**src/design/ctt_pkg.sv**
```systemverilog
// Shared types, constants and character-class functions for the command text tokenizer.
`default_nettype none

package ctt_pkg;

    localparam int MAX_TEXT_BYTES = 4096;
    // Position counter must hold the capacity itself; token start stays below it.
    localparam int POS_W   = $clog2(MAX_TEXT_BYTES + 1);
    localparam int START_W = $clog2(MAX_TEXT_BYTES);
    localparam int QDEPTH  = 4;
    localparam int QIDX_W  = $clog2(QDEPTH);
    localparam int QCNT_W  = $clog2(QDEPTH + 1);

    typedef logic [POS_W-1:0]   pos_t;
    typedef logic [START_W-1:0] tstart_t;
    typedef logic [11:0]        start_pos_t;
    typedef logic [12:0]        tok_len_t;
    typedef logic [QIDX_W-1:0]  qidx_t;
    typedef logic [QCNT_W-1:0]  qcnt_t;

    localparam logic [7:0] CH_LF     = 8'h0A;
    localparam logic [7:0] CH_SPACE  = 8'h20;
    localparam logic [7:0] CH_DQUOTE = 8'h22;
    localparam logic [7:0] CH_PLUS   = 8'h2B;
    localparam logic [7:0] CH_MINUS  = 8'h2D;
    localparam logic [7:0] CH_DOT    = 8'h2E;
    localparam logic [7:0] CH_ZERO   = 8'h30;
    localparam logic [7:0] CH_NINE   = 8'h39;
    localparam logic [7:0] CH_BSLASH = 8'h5C;

    localparam logic CMD_BYTE = 1'b0;
    localparam logic CMD_EOT  = 1'b1;

    typedef enum logic [2:0] {
        TT_NUMBER = 3'd0,
        TT_SYMBOL = 3'd1,
        TT_STRING = 3'd2,
        TT_SPACE  = 3'd3,
        TT_LF     = 3'd4
    } tok_type_t;

    typedef enum logic [2:0] {
        MODE_IDLE     = 3'd0,
        MODE_SIGN     = 3'd1,
        MODE_NUM      = 3'd2,
        MODE_USTR     = 3'd3,
        MODE_USTR_ESC = 3'd4,
        MODE_QSTR     = 3'd5,
        MODE_QSTR_ESC = 3'd6
    } lex_mode_t;

    typedef struct packed {
        logic       command;
        logic [7:0] char_byte;
    } in_item_t;

    typedef struct packed {
        tok_type_t  token_type;
        start_pos_t start_pos;
        tok_len_t   token_length;
        logic       overflow;
        logic       last_in_run;
    } out_item_t;

    // Up to two tokens written into the result queue per item.
    typedef struct packed {
        logic      wr0;
        logic      wr1;
        out_item_t tok0;
        out_item_t tok1;
    } push_t;

    function automatic logic is_num(input logic [7:0] b);
        return ((b >= CH_ZERO) && (b <= CH_NINE)) || (b == CH_DOT);
    endfunction

    function automatic logic is_end(input logic [7:0] b);
        logic r;
        case (b)
            8'h20, 8'h2C, 8'h40, 8'h7E, 8'h5E, 8'h2F, 8'h24, 8'h26, 8'h22,
            8'h27, 8'h21, 8'h23, 8'h25, 8'h2B, 8'h2A, 8'h3D, 8'h5B, 8'h7B,
            8'h5D, 8'h7D, 8'h5C, 8'h7C, 8'h3C, 8'h3E, 8'h60, 8'h0A: r = 1'b1;
            default: r = 1'b0;
        endcase
        return r;
    endfunction

    function automatic logic is_sym(input logic [7:0] b);
        logic r;
        case (b)
            8'h2C, 8'h40, 8'h7E, 8'h5E, 8'h2F, 8'h24, 8'h26, 8'h27, 8'h21,
            8'h23, 8'h25, 8'h2B, 8'h2A, 8'h3D, 8'h5B, 8'h7B, 8'h5D, 8'h7D,
            8'h5C, 8'h7C, 8'h3C, 8'h3E, 8'h60, 8'h2D, 8'h3A: r = 1'b1;
            default: r = 1'b0;
        endcase
        return r;
    endfunction

endpackage

`default_nettype wire

```
**src/design/command_text_tokenizer.sv**
```systemverilog
// Top level of the command text tokenizer: lexer feeding a four-entry result queue.
// Tokens are registered in the queue when their item is accepted and offered from its head;
// a second token from the same item is queued directly behind the first.
// Throughput: one byte item per cycle while two queue entries are free; the queue
// drains one token per cycle, so items that close one token and emit another fill it up.
// Reset (rst_n, async, active low) clears lexer mode, position, overflow and the queue.
`default_nettype none

module command_text_tokenizer
(
    input  wire logic               clk,
    input  wire logic               rst_n,
    input  wire logic               item_valid,
    output logic                    item_ready,
    input  wire ctt_pkg::in_item_t  item,
    output logic                    tok_valid,
    input  wire logic               tok_ready,
    output ctt_pkg::out_item_t      tok
);

    ctt_pkg::push_t push;
    logic           space_ok;
    logic           accept;

    assign item_ready = space_ok;
    assign accept     = item_valid && space_ok;

    ctt_lexer u_lexer
    (
        .clk    (clk),
        .rst_n  (rst_n),
        .accept (accept),
        .item   (item),
        .push   (push)
    );

    ctt_out_queue u_queue
    (
        .clk       (clk),
        .rst_n     (rst_n),
        .push      (push),
        .space_ok  (space_ok),
        .tok_valid (tok_valid),
        .tok_ready (tok_ready),
        .tok       (tok)
    );

endmodule

`default_nettype wire

```
**src/design/ctt_lexer.sv**
```systemverilog
// Lexer state machine: classifies one byte per cycle while accept is high and produces up to two tokens.
`default_nettype none

module ctt_lexer
(
    input  wire logic             clk,
    input  wire logic             rst_n,
    input  wire logic             accept,
    input  wire ctt_pkg::in_item_t item,
    output ctt_pkg::push_t        push
);

    ctt_pkg::lex_mode_t mode_reg, mode_next;
    ctt_pkg::pos_t      pos_reg, pos_next;
    ctt_pkg::tstart_t   start_reg, start_next;
    logic               ovf_reg, ovf_next;

    logic [7:0]          b;
    ctt_pkg::pos_t       len_run;
    ctt_pkg::pos_t       len_quote;
    logic                at_cap;

    // Result of opening a token on the current byte
    logic                o_emit;
    ctt_pkg::tok_type_t  o_type;
    ctt_pkg::lex_mode_t  o_mode;
    logic                o_load;

    // Token closed by the current item
    logic                c_emit;
    ctt_pkg::tok_type_t  c_type;
    ctt_pkg::pos_t       c_len;
    logic                do_open;

    ctt_pkg::out_item_t  close_tok;
    ctt_pkg::out_item_t  open_tok;

    assign b         = item.char_byte;
    assign len_run   = pos_reg - ctt_pkg::pos_t'(start_reg);
    assign len_quote = pos_reg + ctt_pkg::pos_t'(1) - ctt_pkg::pos_t'(start_reg);
    assign at_cap    = (pos_reg >= ctt_pkg::pos_t'(ctt_pkg::MAX_TEXT_BYTES));

    always_ff @(posedge clk or negedge rst_n)
    begin
        if (!rst_n)
        begin
            mode_reg  <= ctt_pkg::MODE_IDLE;
            pos_reg   <= '0;
            start_reg <= '0;
            ovf_reg   <= 1'b0;
        end
        else
        begin
            mode_reg  <= mode_next;
            pos_reg   <= pos_next;
            start_reg <= start_next;
            ovf_reg   <= ovf_next;
        end
    end

    always_comb
    begin
        o_emit = 1'b0;
        o_type = ctt_pkg::TT_STRING;
        o_mode = ctt_pkg::MODE_IDLE;
        o_load = 1'b0;
        if (b == ctt_pkg::CH_LF)
        begin
            o_emit = 1'b1;
            o_type = ctt_pkg::TT_LF;
        end
        else if (b == ctt_pkg::CH_SPACE)
        begin
            o_emit = 1'b1;
            o_type = ctt_pkg::TT_SPACE;
        end
        else if (ctt_pkg::is_num(b))
        begin
            o_mode = ctt_pkg::MODE_NUM;
            o_load = 1'b1;
        end
        else if ((b == ctt_pkg::CH_PLUS) || (b == ctt_pkg::CH_MINUS))
        begin
            o_mode = ctt_pkg::MODE_SIGN;
            o_load = 1'b1;
        end
        else if (ctt_pkg::is_sym(b))
        begin
            o_emit = 1'b1;
            o_type = ctt_pkg::TT_SYMBOL;
        end
        else if (b == ctt_pkg::CH_DQUOTE)
        begin
            o_mode = ctt_pkg::MODE_QSTR;
            o_load = 1'b1;
        end
        else
        begin
            o_mode = ctt_pkg::MODE_USTR;
            o_load = 1'b1;
        end
    end

    always_comb
    begin
        mode_next  = mode_reg;
        pos_next   = pos_reg;
        start_next = start_reg;
        ovf_next   = ovf_reg;
        c_emit     = 1'b0;
        c_type     = ctt_pkg::TT_STRING;
        c_len      = len_run;
        do_open    = 1'b0;

        if (accept)
        begin
            if (item.command == ctt_pkg::CMD_EOT)
            begin
                // Flush any open token, then restart the text
                case (mode_reg)
                    ctt_pkg::MODE_IDLE:
                    begin
                        c_emit = 1'b0;
                    end
                    ctt_pkg::MODE_SIGN:
                    begin
                        c_emit = 1'b1;
                        c_type = ctt_pkg::TT_SYMBOL;
                        c_len  = ctt_pkg::pos_t'(1);
                    end
                    ctt_pkg::MODE_NUM:
                    begin
                        c_emit = 1'b1;
                        c_type = ctt_pkg::TT_NUMBER;
                    end
                    default:
                    begin
                        c_emit = 1'b1;
                    end
                endcase
                mode_next  = ctt_pkg::MODE_IDLE;
                pos_next   = '0;
                start_next = '0;
                ovf_next   = 1'b0;
            end
            else if (at_cap)
            begin
                // Drop the byte, keep position saturated
                ovf_next = 1'b1;
            end
            else
            begin
                case (mode_reg)
                    ctt_pkg::MODE_SIGN:
                    begin
                        if (ctt_pkg::is_num(b))
                        begin
                            mode_next = ctt_pkg::MODE_NUM;
                        end
                        else
                        begin
                            c_emit  = 1'b1;
                            c_type  = ctt_pkg::TT_SYMBOL;
                            c_len   = ctt_pkg::pos_t'(1);
                            do_open = 1'b1;
                        end
                    end
                    ctt_pkg::MODE_NUM:
                    begin
                        if (!(ctt_pkg::is_num(b) || (b == ctt_pkg::CH_PLUS) ||
                              (b == ctt_pkg::CH_MINUS)))
                        begin
                            c_emit  = 1'b1;
                            c_type  = ctt_pkg::TT_NUMBER;
                            do_open = 1'b1;
                        end
                    end
                    ctt_pkg::MODE_USTR:
                    begin
                        if (b == ctt_pkg::CH_BSLASH)
                        begin
                            mode_next = ctt_pkg::MODE_USTR_ESC;
                        end
                        else if (ctt_pkg::is_end(b))
                        begin
                            c_emit  = 1'b1;
                            do_open = 1'b1;
                        end
                    end
                    ctt_pkg::MODE_USTR_ESC:
                    begin
                        mode_next = ctt_pkg::MODE_USTR;
                    end
                    ctt_pkg::MODE_QSTR:
                    begin
                        if (b == ctt_pkg::CH_BSLASH)
                        begin
                            mode_next = ctt_pkg::MODE_QSTR_ESC;
                        end
                        else if (b == ctt_pkg::CH_DQUOTE)
                        begin
                            c_emit    = 1'b1;
                            c_len     = len_quote;
                            mode_next = ctt_pkg::MODE_IDLE;
                        end
                    end
                    ctt_pkg::MODE_QSTR_ESC:
                    begin
                        mode_next = ctt_pkg::MODE_QSTR;
                    end
                    default:
                    begin
                        do_open = 1'b1;
                    end
                endcase

                if (do_open)
                begin
                    mode_next = o_mode;
                    if (o_load)
                    begin
                        start_next = ctt_pkg::tstart_t'(pos_reg);
                    end
                end
                pos_next = pos_reg + ctt_pkg::pos_t'(1);
            end
        end
    end

    always_comb
    begin
        close_tok.token_type   = c_type;
        close_tok.start_pos    = ctt_pkg::start_pos_t'(start_reg);
        close_tok.token_length = ctt_pkg::tok_len_t'(c_len);
        close_tok.overflow     = ovf_reg;
        close_tok.last_in_run  = !(do_open && o_emit);

        open_tok.token_type    = o_type;
        open_tok.start_pos     = ctt_pkg::start_pos_t'(pos_reg);
        open_tok.token_length  = ctt_pkg::tok_len_t'(1);
        open_tok.overflow      = ovf_reg;
        open_tok.last_in_run   = 1'b1;

        push.wr0  = c_emit || (do_open && o_emit);
        push.wr1  = c_emit && do_open && o_emit;
        push.tok0 = c_emit ? close_tok : open_tok;
        push.tok1 = open_tok;
    end

endmodule

`default_nettype wire

```
**src/design/ctt_out_queue.sv**
```systemverilog
// Result queue: takes up to two tokens per cycle, delivers one per handshake.
`default_nettype none

module ctt_out_queue
(
    input  wire logic               clk,
    input  wire logic               rst_n,
    input  wire ctt_pkg::push_t     push,
    output logic                    space_ok,
    output logic                    tok_valid,
    input  wire logic               tok_ready,
    output ctt_pkg::out_item_t      tok
);

    ctt_pkg::out_item_t entry_reg [ctt_pkg::QDEPTH];
    ctt_pkg::qidx_t     wr_ptr_reg, wr_ptr_next;
    ctt_pkg::qidx_t     rd_ptr_reg, rd_ptr_next;
    ctt_pkg::qcnt_t     count_reg, count_next;
    ctt_pkg::qidx_t     wr_ptr_plus1;
    logic               pop;

    assign wr_ptr_plus1 = wr_ptr_reg + ctt_pkg::qidx_t'(1);
    assign tok_valid    = (count_reg != '0);
    assign tok          = entry_reg[rd_ptr_reg];
    assign pop          = tok_valid && tok_ready;
    // Accept an item only when both of its possible tokens fit
    assign space_ok     = (count_reg <= ctt_pkg::qcnt_t'(ctt_pkg::QDEPTH - 2));

    always_comb
    begin
        wr_ptr_next = wr_ptr_reg;
        rd_ptr_next = rd_ptr_reg;
        count_next  = count_reg;
        if (push.wr0 && push.wr1)
        begin
            wr_ptr_next = wr_ptr_reg + ctt_pkg::qidx_t'(2);
            count_next  = count_next + ctt_pkg::qcnt_t'(2);
        end
        else if (push.wr0)
        begin
            wr_ptr_next = wr_ptr_plus1;
            count_next  = count_next + ctt_pkg::qcnt_t'(1);
        end
        if (pop)
        begin
            rd_ptr_next = rd_ptr_reg + ctt_pkg::qidx_t'(1);
            count_next  = count_next - ctt_pkg::qcnt_t'(1);
        end
    end

    always_ff @(posedge clk or negedge rst_n)
    begin
        if (!rst_n)
        begin
            wr_ptr_reg <= '0;
            rd_ptr_reg <= '0;
            count_reg  <= '0;
        end
        else
        begin
            wr_ptr_reg <= wr_ptr_next;
            rd_ptr_reg <= rd_ptr_next;
            count_reg  <= count_next;
        end
    end

    always_ff @(posedge clk)
    begin
        if (push.wr0)
        begin
            entry_reg[wr_ptr_reg] <= push.tok0;
        end
        if (push.wr1)
        begin
            entry_reg[wr_ptr_plus1] <= push.tok1;
        end
    end

endmodule

`default_nettype wire

```
**config.mk**
```make
export PLATFORM = sky130hd
export DESIGN_NAME = command_text_tokenizer
export DESIGN_NICKNAME = d
export VERILOG_FILES = /design/src/design/ctt_pkg.sv /design/src/design/command_text_tokenizer.sv /design/src/design/ctt_lexer.sv /design/src/design/ctt_out_queue.sv
export SDC_FILE = /design/constraint.sdc
export NUM_CORES = 1
export LEC_CHECK = 0
export BUFFER_PORTS_ARGS = -buffer_cell sky130_fd_sc_hd__clkbuf_2
export CORE_MARGIN = 5
export CORE_UTILIZATION = 45
export CTS_BUF_LIST = sky130_fd_sc_hd__clkbuf_16
export CTS_CLUSTER_SIZE = 10
export DETAILED_ROUTE_END_ITERATION = 6
export PLACE_DENSITY_LB_ADDON = 0.2
export SKIP_LAST_GASP = 1
export SYNTH_ARGS = -nofsm -noshare
export SYNTH_HDL_FRONTEND = slang
export SYNTH_HIERARCHICAL = 1
export SYNTH_SLANG_ARGS = --single-unit
```
**constraint.sdc**
```tcl
create_clock -name clk -period 10.6 [get_ports clk]
set_input_delay 0.53 -clock clk [delete_from_list [all_inputs] [get_ports clk]]
set_output_delay 0.53 -clock clk [all_outputs]
set_load 0.03 [all_outputs]
```
; After elaboration in Yosys (flattened, before gate mapping)
; Memories as Yosys holds them, arrays and structs flattened.
; Cells that the tools add are included.
; Widths: inputs -> output; s select.
[totals]
memories = 2
romBits = 128
inputBits = 13
ram_bits = 120
latch_bits = 0
ff_bits = 36
out_inout_bits = 32
[op_classes]
n_reduce_logical = 26
n_lt_le_gt_ge = 4
n_shift = 0
eq_ne = 39
mux = 91
n_addsub = 9
n_bitwise = 0
multipliers = 0
n_div = 0
[memory_table]
columns = name, depth, width, read_ports, rd_clocked_by_memory_dff, write_ports, line
row1 = (no name shown), 128, 1, 1, 0, 0, ctt_pkg.sv:79  ; case (b)
row2 = u_queue.entry_reg, 4, 30, 1, 0, 2, ctt_out_queue.sv:15  ; ctt_pkg::out_item_t entry_reg [ctt_pkg::QDEPTH];
[ops]
columns = cell, count
row1 = $eq 8x6->1 const B, 18
row2 = $mux 13, 9
row3 = $eq 8x7->1 const B, 10
row4 = $mux 3, 23
row5 = $mux 12, 4
row6 = $mux 1, 43
row7 = $mux 30, 1
row8 = $pmux 13 s2, 1
row9 = $sub 13x12->13, 2
row10 = $reduce_or 25->1, 1
row11 = $pmux 3 s5, 1
row12 = $add 13x1->13 const B, 1
row13 = $ge 13x13->1 const B, 1
row14 = $mux 2, 5
row15 = $eq 3x3->1 const B, 3
row16 = $eq 8x4->1 const B, 1
row17 = $ge 8x6->1 const B, 1
row18 = $le 8x6->1 const B, 1
row19 = $ne 4x2->1 const B, 2
row20 = $pmux 1 s4, 2
row21 = $reduce_bool 2->1, 4
row22 = $logic_and 1x1->1, 7
row23 = $reduce_bool 7->1, 1
row24 = $eq 3x2->1 const B, 2
row25 = 19 further kinds, 25

; Depth between registers and ports, before layout
; An unclocked memory read counts as a cell.
[depth]
depth_word = 22
depth_mapped = 18

; Modules after synthesis
; Netlist, hierarchy kept.
[modules_own_cells]
columns = mod, cells_per_inst, n_inst, area_per_inst_um2
row1 = ctt_out_queue, 348, 1, 6364.9
row2 = ctt_lexer, 545, 1, 4091.4
row3 = command_text_tokenizer, 1, 1, 6.3

; Least setup slack after synthesis
; OpenSTA, ideal clock, no wires.
[synth_timing]
kind = register to register
from = reg u_queue.count_reg[0]
to = mem u_queue/entry_reg[2][0] in the netlist's numbering (enable)
arrival_time_ns = 3.586
required_ns = 10.213
n_path_buf = 4
path_stages_with_launch = 15
setup_time_ns = 0.387
setup_slack_ns = 6.626
cell_sequence = dfrtp_1 inv_1 ha_1 a21o_1 and2_1 clkbuf_1 and2_1 clkbuf_1 and2_1 o2bb2ai_2 nor4_1 buf_6 nand2_1 buf_2 nand2_1
[synth_rtl]
columns = element, line
row1 = start: declaration, ctt_out_queue.sv:18  ; ctt_pkg::qcnt_t count_reg, count_next;
row2 = start signal: assignment, ctt_out_queue.sv:63  ; count_reg <= count_next;
row3 = end: declaration, ctt_out_queue.sv:15

==> results.md <==
- Outcome: completed
- First-pass GRT wire length: 39.3 mm
- TritonCTS clock tree: done
- Post-layout min period: around 4.7 ns
- Ys flop type: edfxtp_1
- Setup_tns: 0 ns
- Via density: between 5 and 6
- Finished Layout Cells: 1227
- Post-Syn Instances: a little under 900
- Die Y: between 150 and 200 um
- Final hold violation count: 0
- Lkg Pwr: 0.00448 uW
- WS Path Type: register to register
- Peak Freq: roughly 210 MHz
- Max transition margin: 0.297
- R2r endpoint: u_queue/entry_reg[1][22]
- DRC viols: 0
- Buf+Inv Stages, Crit Path: 3
- Top cell type's share of synthesized area: 0.344
- Slowest stage cell, crit path: nor4_2
- Power per cell area: slightly above 200 nW/um^2
- Place WS: between 5 and 6 ns
- Hpwl dp: about 17 mm
- Detailed Route Iter0 Violations: 664
- Nets: between 900 and 1000
- Placed cells: approximately 1200
- I/O pin total: 45
- Commonest cells post-synth: edfxtp_1 (120), mux2_2 (120), nand2_1 (65), a21oi_1 (41), ha_1 (41)
- Cell family with most CP delay: simple AND/OR/NAND/NOR gates
- Remaining antenna violation count: 0
- Vias in the first global route: 6773
- Final-report setup violation count: 0
- DRT Pass-1 Iters: 5
- Startpoint types: register
- Worst slew pin tran: ~1.0 ns
- CP arrival: between 4 and 5 ns
- # hold bufs at CTS: 0
- # diodes: 0
- Largest area contributor in the netlist: edfxtp_1
- Worst EP required: 10.69 ns
- FF-to-FF Start: u_lexer/mode_reg[0]
- Bufs on Longest Clock Path: 2
- Crit. End Element: register
- Avg Synthesized Cell Area: around 12 um^2
- Starting Density: 0.459
- Register-to-register setup slack: 5.94 ns
- Drt wl/cell: 20.3 um
- Synth area leaders: edfxtp_1 (34%), mux2_2 (13%), dfrtp_1 (8.6%)
- Global router's overall resource usage: 0.191
- Clk_lat worst skew: 0.42 ns
- Fin worst setup slack: about 5.9 ns
- Final wirelength: between 20 and 25 mm
- Clock Skew: approximately 0.011 ns
- Die area: ~26000 um^2
- CP cell instances: nor2b_1 > nand2_1 > and2b_1 > nor2_1 > o2bb2ai_4 > buf_4 > nor4_2 > nand2_1 > buf_4 > nand2_1 > buf_4
- GR Overflow Total: 0
- Rows: 55
- Number of distinct library cells after synthesis: 80
- Number of setup buffers added after CTS: 0
- Max IR drop VDD: about 0.00013 V
- Clock sinks: around 160
- Via count: 7048
- Clock root buffer: clkbuf_16
- Number of synthesized flops with an enable pin: 120
- Unrepaired setup endpoints after global routing: no
- HP Class: input port to async pin
- Max-cap violations: 0
- Pin count of the biggest net entering global routing: 45
- Area Growth Syn to Fin: 8.67%
- H-tree Lvls: 4
- Fin Hold WS: about 0.26 ns
- Async S/R FF share, synth: 0.231
- Max-slew violations: 0
- Port bufs: 44
- Total CTS buffers: 17
- Placer congestion estimate: roughly 0.89
- Final period utilization: 0.439
- Layout cell share with drive strength beyond 1: 0.261
- Sequential share of the synthesized area: 0.431
- R2R cell count: 11
- Max FFs per register: 120
- Die Span X: ~160 um
- Worst path max stage delay: between 0.9 and 1 ns
- Synth warnings: 6
- Resize count post-CTS: 0
- Crit path max fanout: 44
- Post-Syn Area: approximately 10000 um^2
- Core area: 22800 um^2
- Number of synthesized register bits: around 160
- CTS clk-pin slew, worst paths: 0.07 ns
- Initial antenna violation count: 0
[layout make-up]
type	instances	area [um^2]
Inverter	34	128
Multi-Input combinational cell	637	5410
Clock inverter	15	205
Timing Repair Buffer	55	303
Clock buffer	17	425
Sequential cell	156	4510
Fill cell	2056	11400
Tap cell	313	392
[placed cells by master (no fill, tap or decap), types with 20 or more instances in the layout]
cell / netlist / routed
mux2_2: 120 / 120
dfrtp_1: 36 / 35
ha_1: 41 / 41
nor2_1: 37 / 37
clkbuf_2: 0 / 44
nand3_1: 24 / 24
nand2_1: 65 / 65
o21ai_0: 24 / 23
mux4_1: 20 / 20
inv_1: 33 / 33
edfxtp_1: 120 / 120
a21oi_1: 41 / 41
xnor2_1: 20 / 20
[layer usage]
| layer | vias to the layer above | part of all wire | track usage |
|---|---|---|---|
| met3 | 18 | 0.052 | 0.0339 |
| met1 | 3464 | 0.48 | 0.286 |
| met4 | 0 | 0.0077 | 0.0327 |
| met2 | 198 | 0.46 | 0.297 |
| li1 | 3368 | - | - |
| met5 | - | 0 | 0 |
[kinds of logic after synthesis]
kind of cell               share of synthesized area
buffers and inverters                         0.0584
and+or+nand+nor                                0.110
AOI/OAI and AO/OA                              0.113
other                                       0.000718
muxes                                          0.209
xor gates and xnor gates                      0.0260
adders and majority gates                     0.0529
DFF                                            0.431
[per-stage QoR]
stage	util	total power, uW	area, um^2
4_1_cts	0.499	2310	11400
2_1_floorplan	-	1460	10500
3_5_place_dp	0.471	1650	10700
3_3_place_gp	0.471	1650	10700
5_1_grt	0.499	2420	11400
6_report	0.499	2290	11400
[worst reg2reg max path, cell delays in order, from the launching register on]
cell and delay (ns):
dfrtp_1 0.56, nor2b_1 0.42, nand2_1 0.32, and2b_1 0.38, nor2_1 0.10, o2bb2ai_4 0.13, buf_4 0.27, nor4_2 0.94
nand2_1 0.11, buf_4 0.31, nand2_1 0.35, buf_4 0.41
[worst max-delay path by stage]
stage / to / cells after the start / startpoint / slack, ns
global placement: u_queue/entry_reg[1][20] / 12 / item[6] / 5.80
global route: u_queue/entry_reg[1][24] / 13 / u_queue/count_reg[0] / 5.62
floorplan: u_queue/entry_reg[2][0] / 14 / u_queue/count_reg[0] / 6.63
detailed placement: u_queue/entry_reg[1][21] / 12 / item[6] / 5.64
CTS: u_queue/entry_reg[1][24] / 11 / u_lexer/mode_reg[0] / 5.90
finish: u_queue/entry_reg[1][22] / 11 / u_lexer/mode_reg[0] / 5.94
[power by group]
| part | switching, uW | internal, uW | total [uW] |
|---|---|---|---|
| Combinational | 483 | 365 | 849 |
| Sequential | 92.4 | 693 | 785 |
| Clock | 278 | 381 | 659 |
| Total | 854 | 1440 | 2290 |
No activity file was read; power rests on OpenSTA's default activity.
